$ cat src/rtl/core/bedbm_pkg.sv
// ----------------------------------------------------------------------------
// bedbm_pkg
// shared constants, types and helpers of the bounded edit distance matcher
// ----------------------------------------------------------------------------
package bedbm_pkg;

   localparam int MAX_LEN = 256;
   localparam int IDX_W   = $clog2(MAX_LEN);
   localparam int LEN_W   = $clog2(MAX_LEN + 2);
   localparam int DP_W    = $clog2(MAX_LEN + 3);
   localparam int LIM_W   = $clog2((MAX_LEN + 2) / 3 + 1);
   localparam int NB_W    = IDX_W + 1;

   localparam logic [1:0] OP_QUERY  = 2'd0;
   localparam logic [1:0] OP_CAND   = 2'd1;
   localparam logic [1:0] OP_REPORT = 2'd2;

   localparam logic [7:0] CH_UNDER = 8'h5f;

   localparam int INV_LEN = 12;
   localparam int OPR_LEN = 8;

   localparam logic [7:0] INV_PREFIX [INV_LEN] = '{
      8'h5f, 8'h5f, 8'h69, 8'h6e, 8'h76, 8'h65, 8'h6e, 8'h74, 8'h65, 8'h64, 8'h5f, 8'h5f
   };
   localparam logic [7:0] OPR_PREFIX [OPR_LEN] = '{
      8'h6f, 8'h70, 8'h65, 8'h72, 8'h61, 8'h74, 8'h6f, 8'h72
   };

   typedef enum logic [1:0] {
      IDLE_S,
      FLAG_S,
      SWEEP_S,
      COMMIT_S
   } state_type;

   typedef struct packed {
      logic            tok;
      logic [DP_W-1:0] left;
      logic [DP_W-1:0] diag;
      logic [DP_W-1:0] rmin;
   } link_type;

   function automatic logic [7:0] fold(input logic [7:0] c);
      logic [7:0] r;
      r = c;
      if (c >= 8'h41 && c <= 8'h5a) begin
         r = c + 8'd32;
      end
      return r;
   endfunction

endpackage

$ cat src/rtl/core/bedbm_cell.sv
// ----------------------------------------------------------------------------
// bedbm_cell
// one column of the edit distance row: query byte, row value, min forwarding
// ----------------------------------------------------------------------------
module bedbm_cell (
   input  logic                            clock,
   input  logic                            reset,
   input  logic [bedbm_pkg::DP_W-1:0]      index,
   input  logic                            qwr_en,
   input  logic [bedbm_pkg::IDX_W-1:0]     qwr_idx,
   input  logic                            qclr,
   input  logic [7:0]                      qwr_data,
   input  logic                            init,
   input  logic [7:0]                      cand_char,
   input  bedbm_pkg::link_type             link_in,
   output bedbm_pkg::link_type             link_out
);

   logic [7:0]                 q_ff;
   logic                       valid_ff;
   logic                       valid_in;
   logic [bedbm_pkg::DP_W-1:0] d_ff;
   logic                       load;
   logic                       active;
   logic [bedbm_pkg::DP_W-1:0] sub_v;
   logic [bedbm_pkg::DP_W-1:0] up_v;
   logic [bedbm_pkg::DP_W-1:0] left_v;
   logic [bedbm_pkg::DP_W-1:0] v;
   bedbm_pkg::link_type        link_ff;
   bedbm_pkg::link_type        link_in_nx;

   assign load     = qwr_en && (qwr_idx == bedbm_pkg::IDX_W'(index - 1'b1));
   assign valid_in = qclr ? load : (valid_ff | load);
   assign active   = valid_ff && link_in.tok;

   always_comb begin
      sub_v  = link_in.diag + ((q_ff != cand_char) ? bedbm_pkg::DP_W'(1) : '0);
      up_v   = d_ff + 1'b1;
      left_v = link_in.left + 1'b1;
      v      = up_v;
      if (left_v < v) begin
         v = left_v;
      end
      if (sub_v < v) begin
         v = sub_v;
      end
   end

   always_comb begin
      link_in_nx.tok  = link_in.tok;
      link_in_nx.diag = d_ff;
      link_in_nx.left = active ? v : link_in.left;
      link_in_nx.rmin = (active && v < link_in.rmin) ? v : link_in.rmin;
   end

   always_ff @(posedge clock) begin
      if (reset) begin
         valid_ff    <= 1'b0;
         link_ff.tok <= 1'b0;
      end else begin
         valid_ff    <= valid_in;
         link_ff.tok <= link_in_nx.tok;
      end
      if (load) begin
         q_ff <= qwr_data;
      end
      if (init) begin
         d_ff <= index;
      end else if (active) begin
         d_ff <= v;
      end
      link_ff.left <= link_in_nx.left;
      link_ff.diag <= link_in_nx.diag;
      link_ff.rmin <= link_in_nx.rmin;
   end

   assign link_out = link_ff;

endmodule

$ cat config.mk
export PLATFORM = sky130hd
export DESIGN_NAME = bedbm_cell
export DESIGN_NICKNAME = d
export VERILOG_FILES = /design/src/rtl/core/bedbm_pkg.sv /design/src/rtl/core/bedbm_cell.sv
export SDC_FILE = /design/constraint.sdc
export NUM_CORES = 1
export LEC_CHECK = 0
export BUFFER_PORTS_ARGS = -buffer_cell sky130_fd_sc_hd__buf_2
export CORE_MARGIN = 5
export CORE_UTILIZATION = 47
export CTS_BUF_LIST = sky130_fd_sc_hd__clkbuf_16
export DETAILED_ROUTE_END_ITERATION = 7
export PLACE_DENSITY = 0.77
export SYNTH_ARGS = -nofsm -noshare
export SYNTH_HDL_FRONTEND = slang
export SYNTH_SLANG_ARGS = --single-unit
$ cat constraint.sdc
create_clock -name clock -period 5.8 [get_ports clock]
set_input_delay 0.87 -clock clock [delete_from_list [all_inputs] [get_ports clock]]
set_output_delay 0.87 -clock clock [all_outputs]
set_load 0.05 [all_outputs]
After elaboration in Yosys (flattened, before gate mapping)
Index checks and enable logic that the tools add are counted.
{"block": "classes", "n_eq_ne": 2, "mux": 8, "n_reduce_logical": 4, "bitwise": 1, "n_lt_le_gt_ge": 3, "n_addsub": 4}
{"cell": "9-bit two-way mux", "n": 6}
{"cell": "9-bit less-than comparator", "n": 3}
{"cell": "9-bit by 1-bit adder with 9-bit output (second input constant)", "n": 2}
{"cell": "9-bit by 1-bit adder with 9-bit output", "n": 1}
{"cell": "8-bit equality test", "n": 1}
{"cell": "8-bit != test", "n": 1}
{"cell": "8-bit by 1-bit subtractor with 8-bit output (second input constant)", "n": 1}
{"cell": "1-bit logical AND", "n": 3}
{"cell": "1-bit two-way mux", "n": 2}
{"cell": "2-bit nonzero test", "n": 1}
{"cell": "1-bit bitwise OR", "n": 1}
{"block": "word_totals", "ff_bits": 46, "in_bits": 66}

Depth between registers and ports, before layout
Gate-level depths: netlist (run 1).
{"block": "depth", "depth_word": 8, "mapped_depth": 28, "mapped_depth_nobuf": 28}

Worst setup path before layout (run 1)
Ideal clock, no wire load.
{"block": "synth_path", "path_type": "input-to-reg", "start": "input link_in[18] in the netlist's numbering", "end": "register link_ff, in the netlist link_out[1]", "stages": 27, "setup_slack_ns": -0.450, "setup_ns": 0.121, "path_buffers": 0, "t_arrival_ns": 6.129, "required_time_ns": 5.679, "cell_sequence": "ha_1 xor2_1 ha_1 or2_2 a31oi_1 o21a_1 o211ai_1 nand2_1 mux2_2 ha_1 a21o_1 a21o_1 a211oi_1 o21ai_0 nor2_1 a31oi_4 mux2i_1 ha_1 a21o_1 a21o_1 a21o_1 a21o_1 a21oi_1 o21ai_0 a21oi_1 o21ai_4 mux2_2"}
{"item": "start, declared", "line": "bedbm_cell.sv:15", "source": "input bedbm_pkg::link_type link_in,"}
{"item": "end, declared", "line": "bedbm_cell.sv:29", "source": "bedbm_pkg::link_type link_ff;"}

==> results_dict.tcl, run 1 <==
set metrics [dict create \
    sequential_cell_area_fraction_in_the_yosys_report_pct 36.7 \
    floorplan.die_area_mm2 0.00801 \
    numCtsBuffers 5 \
    die_width_um 89.5 \
    max_slew_margin_pct 45.0 \
    vias_per_cell 5.24 \
    synthArstFlopShare_pct 0 \
    irDropWorstVdd_mv 0.206 \
    cts_max_path_buffers 2 \
    drv.max_cap_violation_count 0 \
    synth_top_cell_area_share_pct 19.5 \
    mappedNetlistNets 385 \
    critical-path-slowest-cell "sky130_fd_sc_hd__a211o_1" \
    setup_viol 9 \
    ys_warn_count 0 \
    detail_route_antenna_nets 0 \
    static_leakage_nw 2.01 \
    report.final.hold_viol_count 0 \
    worstSetupEndpointType "flip-flop" \
    ioPinCount 94 \
    max_slew.worst_pin.slew_ps 825 \
    drtPass1Iterations 5 \
    wl_per_cell_um 16.7 \
    synthesis.area_mm2 0.00297 \
    critPathMaxStageDelay_ps 320 \
    rows 29 \
    clock_sinks 46 \
    grt-ovfl-total 0 \
    clock_tree.htree_level_count 2 \
    final.fill_count 444 \
    gp_congestion 0.979 \
    smallest_setup_slack_after_layout_ps -138 \
    power_density_mw_per_mm2 307 \
    place_hpwl_mm 6.66 \
    yosys-top-cells-area "sky130_fd_sc_hd__dfxtp_1 (20%), sky130_fd_sc_hd__edfxtp_1 (17%), sky130_fd_sc_hd__ha_1 (11%), sky130_fd_sc_hd__xor2_1 (6.8%), sky130_fd_sc_hd__mux2_2 (5.3%)" \
    start_util_pct 47.6 \
    place.port_buffers 93 \
    die_height_um 89.5 \
    whs_ps 425 \
    vias_in_the_first_global_route 2712 \
    synth.ff_latch_count 46 \
    worst-endpoint-required_ps 5980 \
    synthMostInstantiatedCell "sky130_fd_sc_hd__dfxtp_1" \
    worst-setup-path-type "in2reg" \
    timing.clock.skew_ps 3.46 \
    post-synth-top-area-cell "sky130_fd_sc_hd__dfxtp_1" \
    coreArea_mm2 0.00624 \
    post_synth_inst_count 293 \
    grt_setup_unrepaired "yes" \
    min_path_type "reg2reg" \
    worst-path-buf-inv 2 \
    drt_drc_violations_left 0 \
    slew_violations 0 \
    cts_hold_buf 0 \
    crit_family "compound AO/OA/AOI/OAI gates" \
    detail_route.wirelength_mm 8.62 \
    final.min_clock_period_ps 5940 \
    critPathArrivalTime_ps 6120 \
    num_vias 2709 \
    failed_checks "negative setup slack" \
    path_clk_slew_ps 60 \
    power.total_w 0.00131 \
    gr_util_all_layers_pct 20.8 \
    drt-initial-drc-count 162 \
    global_route_wire_length_before_repair_mm 12.7 \
    tritoncts "yes" \
    antenna-diode-count 0 \
    critPathMaxFanout 8 \
    final_min_period_over_clock_period_pct 102 \
    clock_insertion_delay_worst_skew_ps 290 \
    post_route_cells_drive_above_1_share_pct 44.5 \
    pin_count_of_the_biggest_net_entering_global_routing 16 \
    mapped_avg_cell_area_um2 10.1 \
    outcome "finished with violations" \
    final_net_count 531 \
    worst_setup_path_start_kind "input port" \
    cts-root-buf "sky130_fd_sc_hd__clkbuf_16" \
    main_synth_ff_type "sky130_fd_sc_hd__dfxtp_1" \
    number_of_synthesized_flops_with_an_enable_pin 17 \
    fmaxAchievable_ghz 0.168 \
    cpMostUsedCell "sky130_fd_sc_hd__a21o_1" \
    initial_antenna_violation_count 0 \
    netlist_top_cells_count "sky130_fd_sc_hd__dfxtp_1 (29), sky130_fd_sc_hd__ha_1 (26), sky130_fd_sc_hd__inv_1 (25)" \
    netlist-cell-type-count 43 \
    synthToLayoutAreaGrowth_pct 44.3 \
]
final timing paths:
path | endpoint | slack (ps) | from | cells past startpoint
worst min-delay path | link_out[14]$_DFF_P_ | 420 | d_ff[5]$_DFFE_PP_ | 0
worst max-delay path | link_out[1]$_DFF_P_ | -140 | link_in[18] | 30
worst min register to register | link_out[14]$_DFF_P_ | 420 | d_ff[5]$_DFFE_PP_ | 0
worst max register to register | link_out[1]$_DFF_P_ | -130 | d_ff[1]$_DFFE_PP_ | 29
what timing repair did:
action                                  in CTS  in global routing
endpoints found under the setup margin       9                  9
pin swaps                                    2                 24
hold endpoints to repair                     0                  0
setup buffers                                1                 10
gates resized for setup                      4                 28
registers in the layout, summed over array words and instances (netlist names):
name,cells
link_out,28
q_ff,8
d_ff,9
valid_ff,1
final cells by class:
cell class / count / area, um2 / area share [%]
multi-input cells: 220 / 1960 / 45.7
flip-flops and latches: 46 / 1090 / 25.5
repair buffers: 141 / 876 / 20.4
clock buffers: 5 / 125 / 2.92
well taps: 77 / 96.3 / 2.25
inverters: 25 / 93.8 / 2.19
clock inverters: 3 / 43.8 / 1.02
report_power, final:
part	total (W)	leakage, nW	switching [W]	internal [W]
combinational	0.000608	1.52	0.000330	0.000278
sequential	0.000379	0.404	0.0000145	0.000364
clock	0.000327	0.0842	0.000123	0.000204
total	0.00131	2.01	0.000468	0.000846
through the flow:
step,util [%],setup TNS (ps),cell area [um2],cells,setup slack (ps)
after CTS,65.1,0,4060,507,6.57
after global routing,68.7,-3200,4290,517,-383
final,68.7,-997,4290,517,-138
after detailed placement,62.0,-2990,3870,498,-353
after floorplan,-,-21.5,3040,293,-21.5
after global placement,62.0,-1440,3870,498,-182
worst reg2reg max path: cells and delay by family, from the launching register on:
| family | cells | cell delay, ps |
|---|---|---|
| and+or+nand+nor | 3 | 480 |
| buffers and inverters | 1 | 170 |
| AOI/OAI and AO/OA | 18 | 2710 |
| DFF | 1 | 460 |
| xor gates and xnor gates | 1 | 290 |
| muxes | 2 | 590 |
| adders and majority gates | 4 | 1110 |
cell families (layout without fill, tap and decap cells):
logic type	Yosys count	count (layout)	share of synthesized area [%]
simple gates	72	72	13.2
compound gates	52	52	12.2
flops	46	46	36.7
xor+xnor	38	38	11.8
mux	32	32	11.7
buf+inv	27	174	3.41
fa+ha+maj	26	26	11.0
cell usage in the layout, fill, tap and decap left out, types with 4 or more instances in the layout:
master / Yosys / final
sky130_fd_sc_hd__buf_2: 0 / 88
sky130_fd_sc_hd__buf_4: 0 / 45
sky130_fd_sc_hd__dfxtp_1: 29 / 29
sky130_fd_sc_hd__inv_1: 25 / 25
sky130_fd_sc_hd__xor2_1: 23 / 22
sky130_fd_sc_hd__ha_1: 26 / 20
sky130_fd_sc_hd__edfxtp_1: 17 / 17
sky130_fd_sc_hd__nand2_1: 16 / 16
sky130_fd_sc_hd__nand3_1: 14 / 13
sky130_fd_sc_hd__mux2_2: 14 / 12
sky130_fd_sc_hd__xnor2_1: 14 / 11
sky130_fd_sc_hd__nor2_1: 12 / 10
sky130_fd_sc_hd__nand4_1: 9 / 9
sky130_fd_sc_hd__mux2i_1: 10 / 9
sky130_fd_sc_hd__o21ai_0: 16 / 9
sky130_fd_sc_hd__a21oi_1: 11 / 8
sky130_fd_sc_hd__mux2_1: 8 / 8
sky130_fd_sc_hd__a21o_1: 7 / 7
sky130_fd_sc_hd__buf_6: 0 / 6
sky130_fd_sc_hd__o21ai_1: 1 / 5
sky130_fd_sc_hd__ha_4: 0 / 5
sky130_fd_sc_hd__clkbuf_16: 0 / 5
sky130_fd_sc_hd__nand2b_1: 4 / 4
per-layer routing:
layer  wire length, um  vias up  track usage (%)  part of all wire (%)
met3               601       14             4.52                   7.0
met5                 0        -                0                     0
met4               209        0             7.44                   2.4
met2              4180       97             33.9                    49
li1                  -     1345                -                     -
met1              3620     1253             27.2                    42
Power figures use the tool's default switching activity.
==> inputs of run 2 (changes only) <==
--- a/config.mk
+++ b/config.mk
@@ -9,6 +9,6 @@
 export CORE_MARGIN = 5
-export CORE_UTILIZATION = 47
+export CORE_UTILIZATION = 48
 export CTS_BUF_LIST = sky130_fd_sc_hd__clkbuf_16
 export DETAILED_ROUTE_END_ITERATION = 7
-export PLACE_DENSITY = 0.77
+export PLACE_DENSITY = 0.76
 export SYNTH_ARGS = -nofsm -noshare
==> constraint.sdc (replaced) <==
create_clock -name clock -period 7.6 [get_ports clock]
set_input_delay 0.76 -clock clock [delete_from_list [all_inputs] [get_ports clock]]
set_output_delay 0.76 -clock clock [all_outputs]
set_load 0.05 [all_outputs]
==> run 2 against run 1 <==
Cell count fell by 9.5%; die area fell by 1.8%; the run now ends clean; sequential cell count is the same; setup slack better by 1000 ps; cell area down 14%; non-clock buffer count down 47; register-to-register slack improved by 1100 ps; critical endpoint is now link_out[3]$_DFF_P_; first-iteration DRC count fell by 36%; via count is 7.0% lower; utilization decreased by 7.0 points; count of clock-buffer cells in the layout is the same.
==> results_dict.tcl, run 2 (synthesis results as in run 1) <==
set metrics [dict create \
    power.internal_w 0.000521 \
    cpMostUsedCell "sky130_fd_sc_hd__a21o_1" \
    die_height_um 88.7 \
    vias_per_cell 5.38 \
    cts_max_path_buffers 2 \
    worst_r2r_startpoint "d_ff[0]$_DFFE_PP_" \
    vias_in_the_first_global_route 2653 \
    max_slew_margin_pct 42.2 \
    switching_power_total_w 0.000309 \
    worst-setup-path-type "in2reg" \
    postPlaceCellArea_mm2 0.00353 \
    path_clk_slew_ps 60 \
    worst_r2r_setup_slack_ps 970 \
    pin_count_of_the_biggest_net_entering_global_routing 15 \
    mostFrequentLayoutCell "sky130_fd_sc_hd__buf_2" \
    min_path_type "reg2reg" \
    wl_per_cell_um 16.4 \
    initial_antenna_violation_count 0 \
    ioPinCount 94 \
    worst_r2r_path_depth 28 \
    mostFrequentLayoutCells "sky130_fd_sc_hd__buf_2 (93), sky130_fd_sc_hd__dfxtp_1 (29), sky130_fd_sc_hd__inv_1 (26), sky130_fd_sc_hd__ha_1 (26), sky130_fd_sc_hd__xor2_1 (23)" \
    final.fill_count 520 \
    final.min_clock_period_ps 6700 \
    numCtsBuffers 5 \
    combinational_share_of_power_pct 39.2 \
    gr_util_all_layers_pct 20.8 \
    cts_hold_buf 0 \
    floorplan.die_area_mm2 0.00786 \
    hold-path-cell-count 0 \
    worst_setup_path_start_kind "input port" \
    fin_tns_setup_ps 0 \
    global_route_wire_length_before_repair_mm 12.4 \
    synthToLayoutAreaGrowth_pct 23.6 \
    final_net_count 484 \
    worstSetupEndpointType "flip-flop" \
    timing.hold.worst.start "d_ff[8]$_DFFE_PP_" \
    gp_congestion 0.888 \
    critical-path-slowest-cell "sky130_fd_sc_hd__mux2i_1" \
    slew_violations 0 \
    power_density_mw_per_mm2 226 \
    worstReg2RegEnd "link_out[3]$_DFF_P_" \
    grt-ovfl-total 0 \
    coreArea_mm2 0.00596 \
    detail_route.wirelength_mm 7.67 \
    drt_drc_violations_left 0 \
    drtPass1Iterations 4 \
    hold_path_end "link_out[17]$_DFF_P_" \
    postcts_resize_cnt 0 \
    die_width_um 88.7 \
    critPathArrivalTime_ps 6870 \
    drv.max_cap_violation_count 0 \
    post_route_cells_drive_above_1_share_pct 31.8 \
    timing.clock.skew_ps 6.88 \
    num_vias 2519 \
    start_util_pct 49.9 \
    largest_register_ffs 28 \
    power.total_w 0.000830 \
    seq_power_share_pct 34.9 \
    switching_share_pct 37.2 \
    clock_tree.htree_level_count 2 \
    clock_insertion_delay_worst_skew_ps 290 \
    layout.cell_area.non_filler_mm2 0.00367 \
    drt-initial-drc-count 104 \
    detail_route_antenna_nets 0 \
    place.port_buffers 93 \
    irDropWorstVdd_mv 0.174 \
    clock_sinks 46 \
    place_hpwl_mm 6.24 \
    outcome "finished, final reports clean" \
    pwr-share-clk_pct 25.9 \
    tritoncts "yes" \
    grt_setup_unrepaired "no" \
    cts-root-buf "sky130_fd_sc_hd__clkbuf_16" \
    worst-endpoint-required_ps 7780 \
    smallest_setup_slack_after_layout_ps 905 \
    report.final.hold_viol_count 0 \
    antenna-diode-count 0 \
    fmaxAchievable_ghz 0.149 \
    rows 28 \
    setup_viol 0 \
    critPathMaxStageDelay_ps 390 \
    max_slew.worst_pin.slew_ps 867 \
    final_min_period_over_clock_period_pct 88.1 \
    dpl_worst_slack_ps 686 \
    critPathMaxFanout 9 \
    whs_ps 423 \
    cts_setup_buffers 0 \
    static_leakage_nw 1.71 \
]
run 2: changes by cell type in the layout (fill, tap and decap cells not counted), sizes merged:
cell	change
buf	-47
bufinv	-1
inv	+1
run 2: metal layers:
metal / track usage [%] / share of wire, % / vias up
met5: 0 / 0 / -
met4: 9.89 / 2.9 / 0
met3: 5.03 / 7.4 / 21
met2: 32.9 / 47 / 96
met1: 26.6 / 43 / 1151
li1: - / - / 1251
run 2: worst max path at each step:
stage / start / to / cells past startpoint
final: link_in[18] / link_out[3]$_DFF_P_ / 29
after global routing: link_in[18] / link_out[2]$_DFF_P_ / 28
after CTS: link_in[18] / link_out[5]$_DFF_P_ / 28
after detailed placement: link_in[18] / link_out[5]$_DFF_P_ / 28
after global placement: link_in[18] / link_out[3]$_DFF_P_ / 28
after floorplan: link_in[18] / link_out[1]$_DFF_P_ / 27
run 2: critical path: cells and delay by family:
family                   cells  cell delay, ps
buffers and inverters        1             190
AND/OR/NAND/NOR              3             620
XOR/XNOR                     1             220
multiplexers                 2             690
adder cells (fa/ha/maj)      4            1150
AO/OA/AOI/OAI               18            3230
run 2: power groups by stage:
stage	logic, W	clock network (W)	registers (W)
3_5_place_dp	0.000320	0	0.000295
6_report	0.000325	0.000215	0.000290
5_1_grt	0.000359	0.000232	0.000292
4_1_cts	0.000324	0.000220	0.000290
3_3_place_gp	0.000313	0	0.000294
2_1_floorplan	0.000183	0	0.000336
run 2: final cells by class:
type	instances	area, um2	share of cell area, %
Timing Repair Buffer	94	473	12.9
Multi-Input combinational cell	220	1780	48.4
Clock inverter	3	16.3	0.443
Tap cell	75	93.8	2.56
Sequential cell	46	1090	29.7
Inverter	25	93.8	2.56
Clock buffer	5	125	3.41
run 2: metrics by stage:
stage | utilization [%] | cells
after global routing | 61.6 | 468
final | 61.6 | 468
after detailed placement | 59.3 | 460
after CTS | 61.6 | 468
after floorplan | - | 293
after global placement | 59.3 | 460
